[src/cfrd_pkg.sv]
// Shared types and constants for the COBS frame receiver and decoder.
package cfrd_pkg;

  // Frame layout: zero, id, first code, size, payload, check byte
  localparam logic [8:0] ID_POS         = 9'd1;
  localparam logic [8:0] FIRST_CODE_POS = 9'd2;
  localparam logic [8:0] SIZE_POS       = 9'd3;
  // Added to the payload size to give the check byte position (overhead less one)
  localparam logic [8:0] LAST_OFFSET    = 9'd4;

  typedef logic [8:0] pos_t;
  typedef logic [9:0] code_pos_t;

  typedef struct packed {
    logic       frame_end;
    logic [7:0] data_byte;
    logic [7:0] frame_id;
    logic [7:0] payload_length;
  } result_t;

endpackage

[src/cfrd_in_reg.sv]
// Input register stage: holds one received word until the decoder takes it.
module cfrd_in_reg (
  input  logic       clk,
  input  logic       rst,
  input  logic       in_valid,
  output logic       in_ready,
  input  logic [7:0] in_byte,
  input  logic       advance,
  output logic       held_valid,
  output logic [7:0] held_byte
);
  import cfrd_pkg::*;

  // Take a new word when empty or when the held word moves on
  assign in_ready = !held_valid || advance;

  always_ff @(posedge clk) begin
    if (rst) begin
      held_valid <= 1'b0;
    end else if (in_ready) begin
      held_valid <= in_valid;
    end
  end

  always_ff @(posedge clk) begin
    if (in_ready && in_valid) begin
      held_byte <= in_byte;
    end
  end

endmodule

[src/cfrd_core.sv]
// Frame tracking and stuffing-code decode for one received word per cycle while advance is high.
module cfrd_core (
  input  logic              clk,
  input  logic              rst,
  input  logic              advance,
  input  logic [7:0]        rx_byte,
  output logic              has_result,
  output cfrd_pkg::result_t result
);
  import cfrd_pkg::*;

  pos_t       byte_position, byte_position_next;
  code_pos_t  next_code_position, next_code_position_next;
  logic [7:0] held_message_id, held_message_id_next;
  logic [7:0] held_payload_size, held_payload_size_next;
  logic       at_code;
  pos_t       last_pos;
  pos_t       pos_inc;

  assign at_code  = ({1'b0, byte_position} == next_code_position);
  assign last_pos = {1'b0, held_payload_size} + LAST_OFFSET;
  assign pos_inc  = byte_position + 9'd1;

  // Decode the word against the frame position and the code chain
  always_comb begin
    byte_position_next      = byte_position;
    next_code_position_next = next_code_position;
    held_message_id_next    = held_message_id;
    held_payload_size_next  = held_payload_size;
    has_result              = 1'b0;
    result.frame_end        = 1'b0;
    result.data_byte        = rx_byte;
    result.frame_id         = held_message_id;
    result.payload_length   = held_payload_size;
    if (rx_byte == 8'd0) begin
      // Zero opens a frame, abandoning any frame in progress
      byte_position_next      = ID_POS;
      next_code_position_next = {1'b0, FIRST_CODE_POS};
      held_message_id_next    = 8'd0;
      held_payload_size_next  = 8'd0;
    end else if (byte_position != '0) begin
      if (at_code) begin
        next_code_position_next = next_code_position + {2'b00, rx_byte};
      end
      if (byte_position == ID_POS) begin
        held_message_id_next = rx_byte;
        byte_position_next   = pos_inc;
      end else if (byte_position == FIRST_CODE_POS) begin
        byte_position_next = pos_inc;
      end else if (byte_position == SIZE_POS) begin
        // A first code of one marks an empty payload
        held_payload_size_next = at_code ? 8'd0 : rx_byte;
        byte_position_next     = pos_inc;
      end else if (byte_position >= last_pos) begin
        has_result         = 1'b1;
        result.frame_end   = 1'b1;
        byte_position_next = '0;
      end else begin
        has_result         = 1'b1;
        result.data_byte   = at_code ? 8'd0 : rx_byte;
        byte_position_next = pos_inc;
      end
    end
  end

  // Advance frame state when the word is consumed
  always_ff @(posedge clk) begin
    if (rst) begin
      byte_position      <= '0;
      next_code_position <= '0;
      held_message_id    <= '0;
      held_payload_size  <= '0;
    end else if (advance) begin
      byte_position      <= byte_position_next;
      next_code_position <= next_code_position_next;
      held_message_id    <= held_message_id_next;
      held_payload_size  <= held_payload_size_next;
    end
  end

endmodule

[src/cfrd_out_reg.sv]
// Result register: holds one decoded word until the consumer takes it.
module cfrd_out_reg (
  input  logic              clk,
  input  logic              rst,
  input  logic              load,
  input  cfrd_pkg::result_t load_data,
  output logic              out_valid,
  input  logic              out_ready,
  output cfrd_pkg::result_t out_data
);
  import cfrd_pkg::*;

  // Set on load, clear once the word is taken
  always_ff @(posedge clk) begin
    if (rst) begin
      out_valid <= 1'b0;
    end else if (load) begin
      out_valid <= 1'b1;
    end else if (out_ready) begin
      out_valid <= 1'b0;
    end
  end

  always_ff @(posedge clk) begin
    if (load) begin
      out_data <= load_data;
    end
  end

endmodule

[src/cobs_frame_receiver_decoder.sv]
// Top level of the COBS frame receiver and decoder.
// Takes one link byte per cycle and gives at most one result word per byte:
// a decoded payload byte (frame_end low) or, on the check byte, the raw check
// byte with frame_end high, each tagged with the frame's id and payload length.
// A byte passes an input register and then the decode logic into the result
// register, and its word appears on the output once the result register has
// loaded it; one byte is accepted every cycle while out_ready stays high.
// Nonzero bytes outside a frame and the id, first code and size bytes give no
// result; a zero byte always starts a new frame. The check byte is not verified.
module cobs_frame_receiver_decoder (
  input  logic       clk,
  input  logic       rst,
  input  logic       in_valid,
  output logic       in_ready,
  input  logic [7:0] in_byte,
  output logic       out_valid,
  input  logic       out_ready,
  output logic       frame_end,
  output logic [7:0] data_byte,
  output logic [7:0] frame_id,
  output logic [7:0] payload_length
);
  import cfrd_pkg::*;

  logic       held_valid;
  logic [7:0] held_byte;
  logic       has_result;
  logic       advance;
  result_t    result;
  result_t    out_data;

  // Move a held word on unless its result would overwrite an untaken one
  assign advance = held_valid && (!has_result || !out_valid || out_ready);

  cfrd_in_reg u_in_reg (
    .clk        (clk),
    .rst        (rst),
    .in_valid   (in_valid),
    .in_ready   (in_ready),
    .in_byte    (in_byte),
    .advance    (advance),
    .held_valid (held_valid),
    .held_byte  (held_byte)
  );

  cfrd_core u_core (
    .clk        (clk),
    .rst        (rst),
    .advance    (advance),
    .rx_byte    (held_byte),
    .has_result (has_result),
    .result     (result)
  );

  cfrd_out_reg u_out_reg (
    .clk       (clk),
    .rst       (rst),
    .load      (advance && has_result),
    .load_data (result),
    .out_valid (out_valid),
    .out_ready (out_ready),
    .out_data  (out_data)
  );

  assign frame_end      = out_data.frame_end;
  assign data_byte      = out_data.data_byte;
  assign frame_id       = out_data.frame_id;
  assign payload_length = out_data.payload_length;

endmodule
[config.mk]
export PLATFORM = sky130hd
export DESIGN_NAME = cobs_frame_receiver_decoder
export DESIGN_NICKNAME = d
export VERILOG_FILES = /design/src/cfrd_pkg.sv /design/src/cfrd_in_reg.sv /design/src/cfrd_core.sv /design/src/cfrd_out_reg.sv /design/src/cobs_frame_receiver_decoder.sv
export SDC_FILE = /design/constraint.sdc
export NUM_CORES = 1
export LEC_CHECK = 0
export BUFFER_PORTS_ARGS = -buffer_cell sky130_fd_sc_hd__buf_2
export CORE_UTILIZATION = 40
export DETAILED_ROUTE_END_ITERATION = 7
export HOLD_SLACK_MARGIN = 0.05
export PLACE_DENSITY_LB_ADDON = 0.3
export SETUP_SLACK_MARGIN = 0.3
export SYNTH_ARGS = -nofsm -noshare
export SYNTH_HDL_FRONTEND = slang
export SYNTH_SLANG_ARGS = --single-unit
[constraint.sdc]
create_clock -name clk -period 3.75 [get_ports clk]
set_clock_uncertainty 0.05 [all_clocks]
set_input_delay 0.1875 -clock clk [delete_from_list [all_inputs] [get_ports clk]]
set_output_delay 0.1875 -clock clk [all_outputs]
set_load 0.01 [all_outputs]
==> flow_metrics.py, run 1 <==
metrics = {
    "placed_design": {
        "dp_slack_ps": 729,
        "place_congestion": 0.836,
        "port_buffers": 38,
        "dpl_cell_area_mm2": 0.00383,
        "dp_hpwl_um": 5650,
    },
    "floorplanning": {
        "rows": 33,
        "start_util_pct": 42.1,
        "die_area_mm2": 0.00916,
        "core_mm2": 0.00834,
        "io-pin-count": 39,
        "die_w_um": 95.7,
        "die_h_um": 95.7,
    },
    "critical_path": {
        "reg2regPathDepth": 10,
        "r2r-end": "u_out_reg.out_data[20]",
        "regToRegStartpoint": "u_core.held_payload_size[4]",
        "cp-end-kind": "register",
        "cpPeakStageDelay_ps": 520,
        "crit_type": "register to register",
        "start_kind": "register",
        "cp-startpoint": "u_core.held_payload_size[4]",
        "worstPathArrival_ps": 3110,
        "r2r_slack_ps": 730,
        "endpoint": "u_out_reg.out_data[20]",
        "cp_cell_sequence": "and3_1 > nand3_1 > xor2_1 > ha_1 > and4_1 > and2_1 > or4_1 > nor3_1 > buf_4 > and2b_1",
        "worstPathMaxFanout": 8,
        "crit_path_top_delay_cell": "or4_1",
        "crit_required_ps": 3830,
    },
    "drt": {
        "drcViolationCount": 0,
        "routed_wl_um": 8160,
        "vias": 2785,
        "drtIter0Drc": 200,
        "antenna_left": 0,
        "drt-wirelength-per-cell_um": 16.2,
        "drt-vias-per-instance": 5.54,
        "dr.pass1.iters": 4,
    },
    "layout": {
        "nNetsFinal": 428,
        "final_cell_area_mm2": 0.00411,
        "drive_gt1_share_pct": 18.3,
        "multiInputGateArea_mm2": 0.00168,
        "area_growth_pct": 17.1,
        "final_common_cell": "buf_2",
        "antenna_cells": 0,
        "fill_cells": 785,
        "final_cell_mix": "38 x buf_2, 37 x dfxtp_1, 33 x edfxtp_1, 32 x nand2_1, 30 x a21oi_1",
        "seq_area_mm2": 0.00173,
    },
    "cts": {
        "post_cts_resized": 0,
        "cts_buffers": 9,
        "clkTransAtPathRegs_ps": 90,
        "cts_sinks": 70,
        "cts_tree": "done",
        "clk_latency_ps": 370,
        "clock_path_buffers": 2,
        "cts.htree.levels": 3,
        "cts-root-buf": "clkbuf_8",
        "post_cts_buffers": 0,
    },
    "timing": {
        "setup_viol": 0,
        "period_minus_slack_ps": 3020,
        "hold_violations": 0,
        "finalMaxSlewViolations": 0,
        "period_share_pct": 80.6,
        "rsz0062_at_grt": "false",
        "max_slew_margin_pct": 46.0,
        "fin_setup_tns_ps": 0,
        "holdWs_ps": 180,
        "fmax_mhz": 331,
        "setup_ws_ps": 727,
        "worstMarginPinSlew_ps": 810,
    },
    "synthesis": {
        "synth_nets": 377,
        "synth_cells": 342,
        "synth-seq-cells": 70,
        "synth_area_per_cell_um2": 10.3,
        "netlist_area_mm2": 0.00351,
        "synth_edf_count": 33,
        "async_flop_share_pct": 0,
        "ys_seq_area_share_pct": 49.3,
        "synthDistinctLibCells": 53,
        "yosysWarnings": 0,
        "synthFlopType": "dfxtp_1",
    },
    "outcome": {
        "outcome": "finished clean",
    },
    "global_route": {
        "antenna_found_initial": 0,
        "grt_max_degree": 41,
        "gr-usage-all-layers_pct": 19.9,
        "grt_pass1_wl_um": 13300,
        "grt_pass1_vias": 2609,
        "grt.overflow.total": 0,
    },
    "pwr": {
        "peakVddDrop_mv": 0.173,
        "p_leak_uw": 0.00157,
        "p_per_area_mw_per_mm2": 361,
    },
    "worst_hold_path": {
        "hp-class": "input port to register",
    },
    "flow_run": {
        "cap_violations": 0,
    },
}
[worst max-delay path: cells and delay by family, from the launching register on]
kind / cells / cell delay (ps)
XOR/XNOR: 1 / 160
adder cells (fa/ha/maj): 1 / 290
buffers and inverters: 1 / 210
flip-flops: 1 / 440
AND/OR/NAND/NOR: 7 / 1640
[through the flow]
step	util [%]	std cells	total power, uW
5_1_grt	49.3	503	1540
3_3_place_gp	45.9	478	873
6_report	49.3	503	1490
2_1_floorplan	-	342	855
3_5_place_dp	45.9	478	874
4_1_cts	49.3	503	1490
[cell usage after synthesis, types with 2 or more instances]
library cell / number / area [um2]
dfxtp_1: 37 / 741
edfxtp_1: 33 / 991
nand2_1: 32 / 120
a21oi_1: 30 / 150
ha_1: 22 / 275
nor2_1: 18 / 67.6
nand3_1: 16 / 80.1
inv_1: 15 / 56.3
xor2_1: 15 / 131
o21ai_0: 12 / 60.1
clkbuf_1: 11 / 41.3
nand4_1: 11 / 68.8
a211oi_1: 8 / 60.1
nor2b_1: 8 / 50.1
xnor2_1: 8 / 70.1
nor3_1: 6 / 30.0
and2b_1: 4 / 30.0
nor4_1: 4 / 25.0
o2111ai_1: 4 / 35.0
o41ai_1: 4 / 35.0
a22o_1: 3 / 26.3
and2_1: 3 / 18.8
and3_1: 3 / 18.8
o21a_1: 3 / 22.5
o21ai_1: 3 / 15.0
or2_2: 2 / 12.5
[cell type report]
| class | instances | area share (%) |
|---|---|---|
| repair buffers | 52 | 7.73 |
| well taps | 105 | 3.19 |
| clock buffers | 9 | 3.01 |
| flip-flops and latches | 70 | 42.1 |
| inverters | 15 | 1.37 |
| multi-input cells | 245 | 40.9 |
| clock inverters | 7 | 1.70 |
[logic make-up (layout without fill, tap and decap cells)]
| group | Yosys count | in the layout | synth area share (%) |
|---|---|---|---|
| AO/OA/AOI/OAI | 80 | 80 | 15.2 |
| XOR/XNOR | 23 | 23 | 5.74 |
| adder cells (fa/ha/maj) | 23 | 23 | 8.41 |
| buffers and inverters | 27 | 83 | 2.92 |
| flip-flops | 70 | 70 | 49.3 |
| multiplexers | 1 | 1 | 0.285 |
| AND/OR/NAND/NOR | 118 | 118 | 18.1 |
[worst min path at each step]
stage	depth (start not counted)	end	slack (ps)	startpoint
after floorplan	0	u_in_reg.held_byte[0]	240	in_byte[0]
after global placement	1	u_in_reg.held_byte[2]	310	in_byte[2]
after detailed placement	1	u_in_reg.held_byte[0]	320	in_byte[0]
after CTS	4	u_out_reg.out_valid	170	out_ready
after global routing	4	u_in_reg.held_valid	210	out_ready
final	4	u_out_reg.out_valid	180	out_ready
[where the power goes]
part | switching, uW | internal, uW | total (uW)
Sequential | 9.75 | 801 | 811
Clock | 358 | 263 | 621
Combinational | 30.1 | 23.0 | 53.1
[metal layers]
layer,part of all wire (%),wire length (um),track usage [%],vias to the layer above
met5,0,0,0,-
met4,1.8,148,8.71,0
met3,3.8,313,4.31,9
met2,48,3940,32.0,67
met1,46,3760,25.5,1340
li1,-,-,-,1369
[registers in the layout, indices dropped and copies added (netlist names)]
register and flops:
u_out_reg.out_data 25, u_core.next_code_position 10, u_core.byte_position 9, u_core.held_message_id 8, u_core.held_payload_size 8, u_in_reg.held_byte 8, u_in_reg.held_valid 1, u_out_reg.out_valid 1
[timing repair]
item | CTS | global route
setup endpoints to repair | 0 | 0
hold buffers | 9 | 0
endpoints found under the hold margin | 9 | 0
Power figures use the tool's default switching activity.
==> inputs of run 2 (changes only) <==
clock period = 2.6 ns   (was 3.75 ns; I/O delays follow)
==> flow_metrics.py, run 2 (synthesis results as in run 1) <==
metrics = {
    "outcome": {
        "outcome": "complete, but fails checks",
        "failed_checks": "negative setup slack",
    },
    "timing": {
        "rsz0062_at_grt": "true",
        "hold_violations": 0,
        "setup_viol": 8,
        "period_share_pct": 103,
        "worstMarginPinSlew_ps": 573,
        "period_minus_slack_ps": 2690,
        "finalMaxSlewViolations": 0,
        "fin_setup_tns_ps": -457,
        "max_slew_margin_pct": 61.5,
        "fmax_mhz": 372,
        "setup_ws_ps": -85.9,
    },
    "layout": {
        "regMostFlops": "u_out_reg.out_data",
        "drive_gt1_share_pct": 36.1,
        "final_cell_area_mm2": 0.00471,
        "antenna_cells": 0,
        "final_cell_mix": "42 x buf_4, 38 x buf_2, 33 x edfxtp_1, 32 x nand2_1",
        "finalNonFillerCells": 546,
        "reg_top3": "u_out_reg.out_data (25), u_core.next_code_position (10), u_core.byte_position (9)",
        "largest_reg_flops": 25,
        "final_common_cell": "buf_4",
        "area_growth_pct": 34.1,
        "nNetsFinal": 471,
        "fin_util_pct": 56.5,
    },
    "cts": {
        "clock_path_buffers": 2,
        "clkTransAtPathRegs_ps": 90,
        "cts_sinks": 70,
        "cts_tree": "done",
        "cts-root-buf": "clkbuf_8",
        "clk_latency_ps": 350,
        "cts_buffers": 9,
        "cts.htree.levels": 3,
    },
    "worst_hold_path": {
        "hp-class": "input port to register",
    },
    "drt": {
        "drcViolationCount": 0,
        "vias": 2903,
        "dr.pass1.iters": 4,
        "drt-vias-per-instance": 5.32,
        "routed_wl_um": 8770,
        "drt-wirelength-per-cell_um": 16.1,
        "drtIter0Drc": 140,
        "antenna_left": 0,
    },
    "pwr": {
        "p_leak_uw": 0.00183,
        "peakVddDrop_mv": 0.394,
        "p_per_area_mw_per_mm2": 447,
    },
    "floorplanning": {
        "start_util_pct": 42.1,
        "die_h_um": 95.7,
        "core_mm2": 0.00834,
        "die_w_um": 95.7,
        "io-pin-count": 39,
        "rows": 33,
        "die_area_mm2": 0.00916,
    },
    "global_route": {
        "grt_max_degree": 28,
        "gr-usage-all-layers_pct": 20.4,
        "grt_pass1_wl_um": 14100,
        "grt.overflow.total": 0,
        "antenna_found_initial": 0,
        "grt_pass1_vias": 2838,
    },
    "placed_design": {
        "placed_cells": 509,
        "place_congestion": 0.911,
        "dpl_cell_area_mm2": 0.00419,
        "dp_hpwl_um": 6260,
        "port_buffers": 38,
        "dp_slack_ps": -114,
    },
    "critical_path": {
        "crit_required_ps": 2650,
        "cp-end-kind": "register",
        "crit_type": "register to register",
        "worstPathMaxFanout": 7,
        "worstPathArrival_ps": 2740,
        "start_kind": "register",
    },
    "flow_run": {
        "cap_violations": 0,
    },
}
## run 2: timing repair
action,4_1_cts,5_1_grt
hold buffers,9,0
endpoints found under the hold margin,9,0
endpoints found under the setup margin,37,63
gates cloned,0,0
resized for setup,19,21
pin swaps,23,7
buffers inserted,9,3
## run 2: area by class of cell
type	count	area, um2
tap	105	131
multi-input combinational	245	1900
clock inverter	7	63.8
clock buffer	9	124
fill	738	3630
sequential	70	1750
inverter	15	56.3
timing repair buffer	95	681
## run 2: worst max-delay path, cell delays in order, from the launching register on
cell     delay, ps
dfxtp_2        350
and3_4         200
nand3_2         80
xor2_1         150
ha_1           290
and4_1         170
nand2_1         80
nor3_2          50
or4_4          560
nor3_4         240
and2b_1        220
## run 2: per-layer routing
layer  vias up  wire, um  GRT usage [%]
met5         -         0              0
met4         0       140           5.72
met3        12       417           3.67
met2        76      4240           34.0
met1      1360      3970           27.0
li1       1455         -              -
## run 2: path summary, 6_finish.rpt
check / from / endpoint / slack, ps / depth (start not counted)
setup / recovery: u_core.held_payload_size[5] / u_out_reg.out_data[23] / -90 / 10
hold reg to reg: u_core.held_message_id[4] / u_out_reg.out_data[12] / 390 / 0
hold / removal: rst / u_out_reg.out_valid / 140 / 2
setup reg to reg: u_core.held_payload_size[5] / u_out_reg.out_data[23] / -90 / 10
## run 2: through the flow
step | total power, uW | hold slack [ps]
2_1_floorplan | 1230 | 179
3_3_place_gp | 1270 | 258
3_5_place_dp | 1270 | 258
4_1_cts | 2110 | 130
5_1_grt | 2190 | 151
6_report | 2100 | 139
## run 2: where the power goes
group / total [uW] / switching, uW / internal, uW
sequential: 1170 / 12.7 / 1150
combinational: 93.2 / 50.9 / 42.3
clock: 844 / 476 / 367
==> inputs of run 3 (changes only) <==
CORE_ASPECT_RATIO = 2   (was not set)
SYNTH_HIERARCHICAL = 1   (was not set)
clock period = 2.2 ns   (was 2.6 ns; I/O delays follow)
==> flow_metrics.py, run 3 <==
metrics = {
    "outcome": {
        "outcome": "complete, but fails checks",
        "failed_checks": "negative setup slack",
    },
    "layout": {
        "area_growth_pct": 43.0,
        "nNetsFinal": 467,
        "antenna_cells": 0,
        "reg_top3": "u_out_reg/out_data (25), u_core/next_code_position (10), u_core/byte_position (9)",
        "final_cell_mix": "56 x buf_4, 38 x buf_2, 33 x edfxtp_1, 30 x nor2_1, 30 x dfxtp_1",
        "finalNonFillerCells": 535,
        "final_cell_area_mm2": 0.00496,
        "drive_gt1_share_pct": 42.8,
        "multiInputGateArea_mm2": 0.00193,
        "regMostFlops": "u_out_reg/out_data",
        "largest_reg_flops": 25,
        "final_common_cell": "buf_4",
        "fill_cells": 726,
        "seq_area_mm2": 0.00174,
    },
    "critical_path": {
        "reg2regPathDepth": 12,
        "crit_path_top_delay_cell": "dfxtp_2",
        "cp_cell_sequence": "nor4_4 > nor4b_4 > o41ai_2 > inv_1 > nor2_4 > a21boi_4 > inv_4 > a21oi_2 > a41o_4 > and2b_2 > a21oi_2 > nor2_1",
        "cpPeakStageDelay_ps": 330,
        "start_kind": "register",
        "worstPathArrival_ps": 2570,
        "worstPathMaxFanout": 8,
        "cp-end-kind": "register",
        "crit_type": "register to register",
        "cp_common_cell": "a21oi_2",
        "crit_required_ps": 2350,
    },
    "cts": {
        "cts_tree": "done",
        "clk_latency_ps": 330,
        "cts_sinks": 70,
        "cts.htree.levels": 3,
        "clkTransAtPathRegs_ps": 60,
        "cts_buffers": 9,
        "clock_path_buffers": 2,
        "cts-root-buf": "clkbuf_16",
    },
    "timing": {
        "max_slew_margin_pct": 60.9,
        "hold_violations": 0,
        "setup_viol": 37,
        "worstMarginPinSlew_ps": 587,
        "period_share_pct": 110,
        "holdWs_ps": 58.9,
        "setup_ws_ps": -220,
        "finalMaxSlewViolations": 0,
        "rsz0062_at_grt": "true",
        "period_minus_slack_ps": 2420,
        "fmax_mhz": 413,
    },
    "drt": {
        "drt-met1-wl_um": 3030,
        "highest_layer": "met4",
        "met2_length_um": 5350,
        "drt-wirelength-per-cell_um": 16.7,
        "vias": 2787,
        "wl_met3_um": 239,
        "routed_wl_um": 8920,
        "antenna_left": 0,
        "dr.pass1.iters": 4,
        "drcViolationCount": 0,
        "drt-vias-per-instance": 5.21,
        "drtIter0Drc": 97,
    },
    "global_route": {
        "grt.overflow.total": 0,
        "grt_max_degree": 31,
        "grt_pass1_vias": 2921,
        "grt_pass1_wl_um": 14100,
        "antenna_found_initial": 0,
        "gr-usage-all-layers_pct": 21.8,
    },
    "floorplanning": {
        "start_util_pct": 41.5,
        "die_h_um": 134,
        "core_mm2": 0.00835,
        "io-pin-count": 39,
        "rows": 47,
        "die_area_mm2": 0.00907,
        "die_w_um": 67.9,
    },
    "placed_design": {
        "place_congestion": 0.869,
        "dpl_cell_area_mm2": 0.00422,
        "placed_cells": 503,
        "port_buffers": 38,
        "dp_hpwl_um": 6530,
    },
    "synthesis": {
        "synthFlopType": "dfxtp_1",
        "synth-seq-cells": 70,
        "async_flop_share_pct": 0,
        "synth_edf_count": 33,
        "ys_seq_area_share_pct": 49.9,
        "synth_top_area_share_pct": 28.6,
        "synth_cells": 319,
        "synthDistinctLibCells": 58,
        "yosysWarnings": 6,
        "netlist_top_cells_area": "edfxtp_1 29%, dfxtp_1 21%, ha_1 7.9%",
        "synth_nets": 354,
        "netlist_area_mm2": 0.00347,
        "synth_area_per_cell_um2": 10.9,
        "yosysMostFrequentCell": "dfxtp_1",
        "synth_common_cells": "37 x dfxtp_1, 34 x nor2_1, 33 x edfxtp_1, 22 x ha_1",
        "yosys.area.top_type": "edfxtp_1",
    },
    "worst_hold_path": {
        "hp-class": "input port to register",
        "worstHoldPathCells": 3,
    },
    "flow_run": {
        "cap_violations": 0,
    },
    "pwr": {
        "p_per_area_mw_per_mm2": 624,
        "peakVddDrop_mv": 0.652,
        "finalPower_uw": 3100,
        "p_leak_uw": 0.00204,
    },
}
==> run 3: cell types whose count changed after synthesis, moves of 4 or more <==
cell / delta
a21oi_1: -11
clkbuf_1: -9
nor2_1: +16
nand4_1: -9
and2b_1: -4
nand2b_1: +6
mux2i_1: +11
nand2_1: -13
nand3_1: -4
nor2b_1: -6
o21ai_0: -5
==> run 3: timing repair <==
item / CTS / global route
setup endpoints to repair: 79 / 80
resized for setup: 34 / 23
hold endpoints to repair: 9 / 0
buffers inserted: 3 / 4
hold buffers: 9 / 0
cloned: 0 / 0
pin swaps: 29 / 10
==> run 3: routing by layer <==
| layer | GRT usage, % | vias to the layer above |
|---|---|---|
| met2 | 41.7 | 56 |
| li1 | - | 1362 |
| met3 | 4.11 | 19 |
| met1 | 20.4 | 1350 |
| met4 | 10.6 | 0 |
| met5 | 0 | - |
==> run 3: cells by family after synthesis <==
family | after synthesis | synth area share [%]
and+or+nand+nor | 111 | 17.9
buffers and inverters | 23 | 3.32
xor gates and xnor gates | 23 | 5.81
DFF | 70 | 49.9
AOI/OAI and AO/OA | 57 | 11.1
muxes | 12 | 3.46
adders and majority gates | 23 | 8.51
==> run 3: worst paths after layout <==
| kind | startpoint | slack (ps) | to |
|---|---|---|---|
| worst max register to register | u_core/byte_position[3] | -220 | u_core/next_code_position[0] |
| worst max-delay path | u_core/byte_position[3] | -220 | u_core/next_code_position[0] |
| worst min-delay path | out_ready | 60 | u_out_reg/out_valid |
| worst min register to register | u_core/held_message_id[0] | 380 | u_out_reg/out_data[8] |
==> run 3: area by class of cell <==
type | count | area share (%)
Inverter | 15 | 1.19
Multi-Input combinational cell | 226 | 38.9
Clock buffer | 10 | 4.61
Tap cell | 98 | 2.47
Timing Repair Buffer | 110 | 15.9
Sequential cell | 70 | 35.1
Clock inverter | 6 | 1.87
==> run 3: power by group <==
group          total (uW)  switching (uW)  internal (uW)  leakage (uW)
clock network        1560             558           1000      0.000158
registers            1380            6.97           1370      0.000573
logic                 159            78.4           81.1       0.00131
total                3100             644           2450       0.00204
==> run 3: worst max-delay path, delay by kind of cell, from the launching register on <==
kind            cells  cell delay (ps)
compound gates      5              790
buf+inv             2              200
flops               1              330
simple gates        5              920
==> run 3: metrics by stage <==
| stage | setup WS [ps] | TNS [ps] | util [%] |
|---|---|---|---|
| CTS | -237 | -4360 | 57.9 |
| finish | -220 | -3350 | 59.4 |
| global placement | -219 | -4990 | 50.6 |
| floorplan | -423 | -8830 | - |
| global route | -339 | -8480 | 59.4 |
| detailed placement | -298 | -8160 | 50.6 |
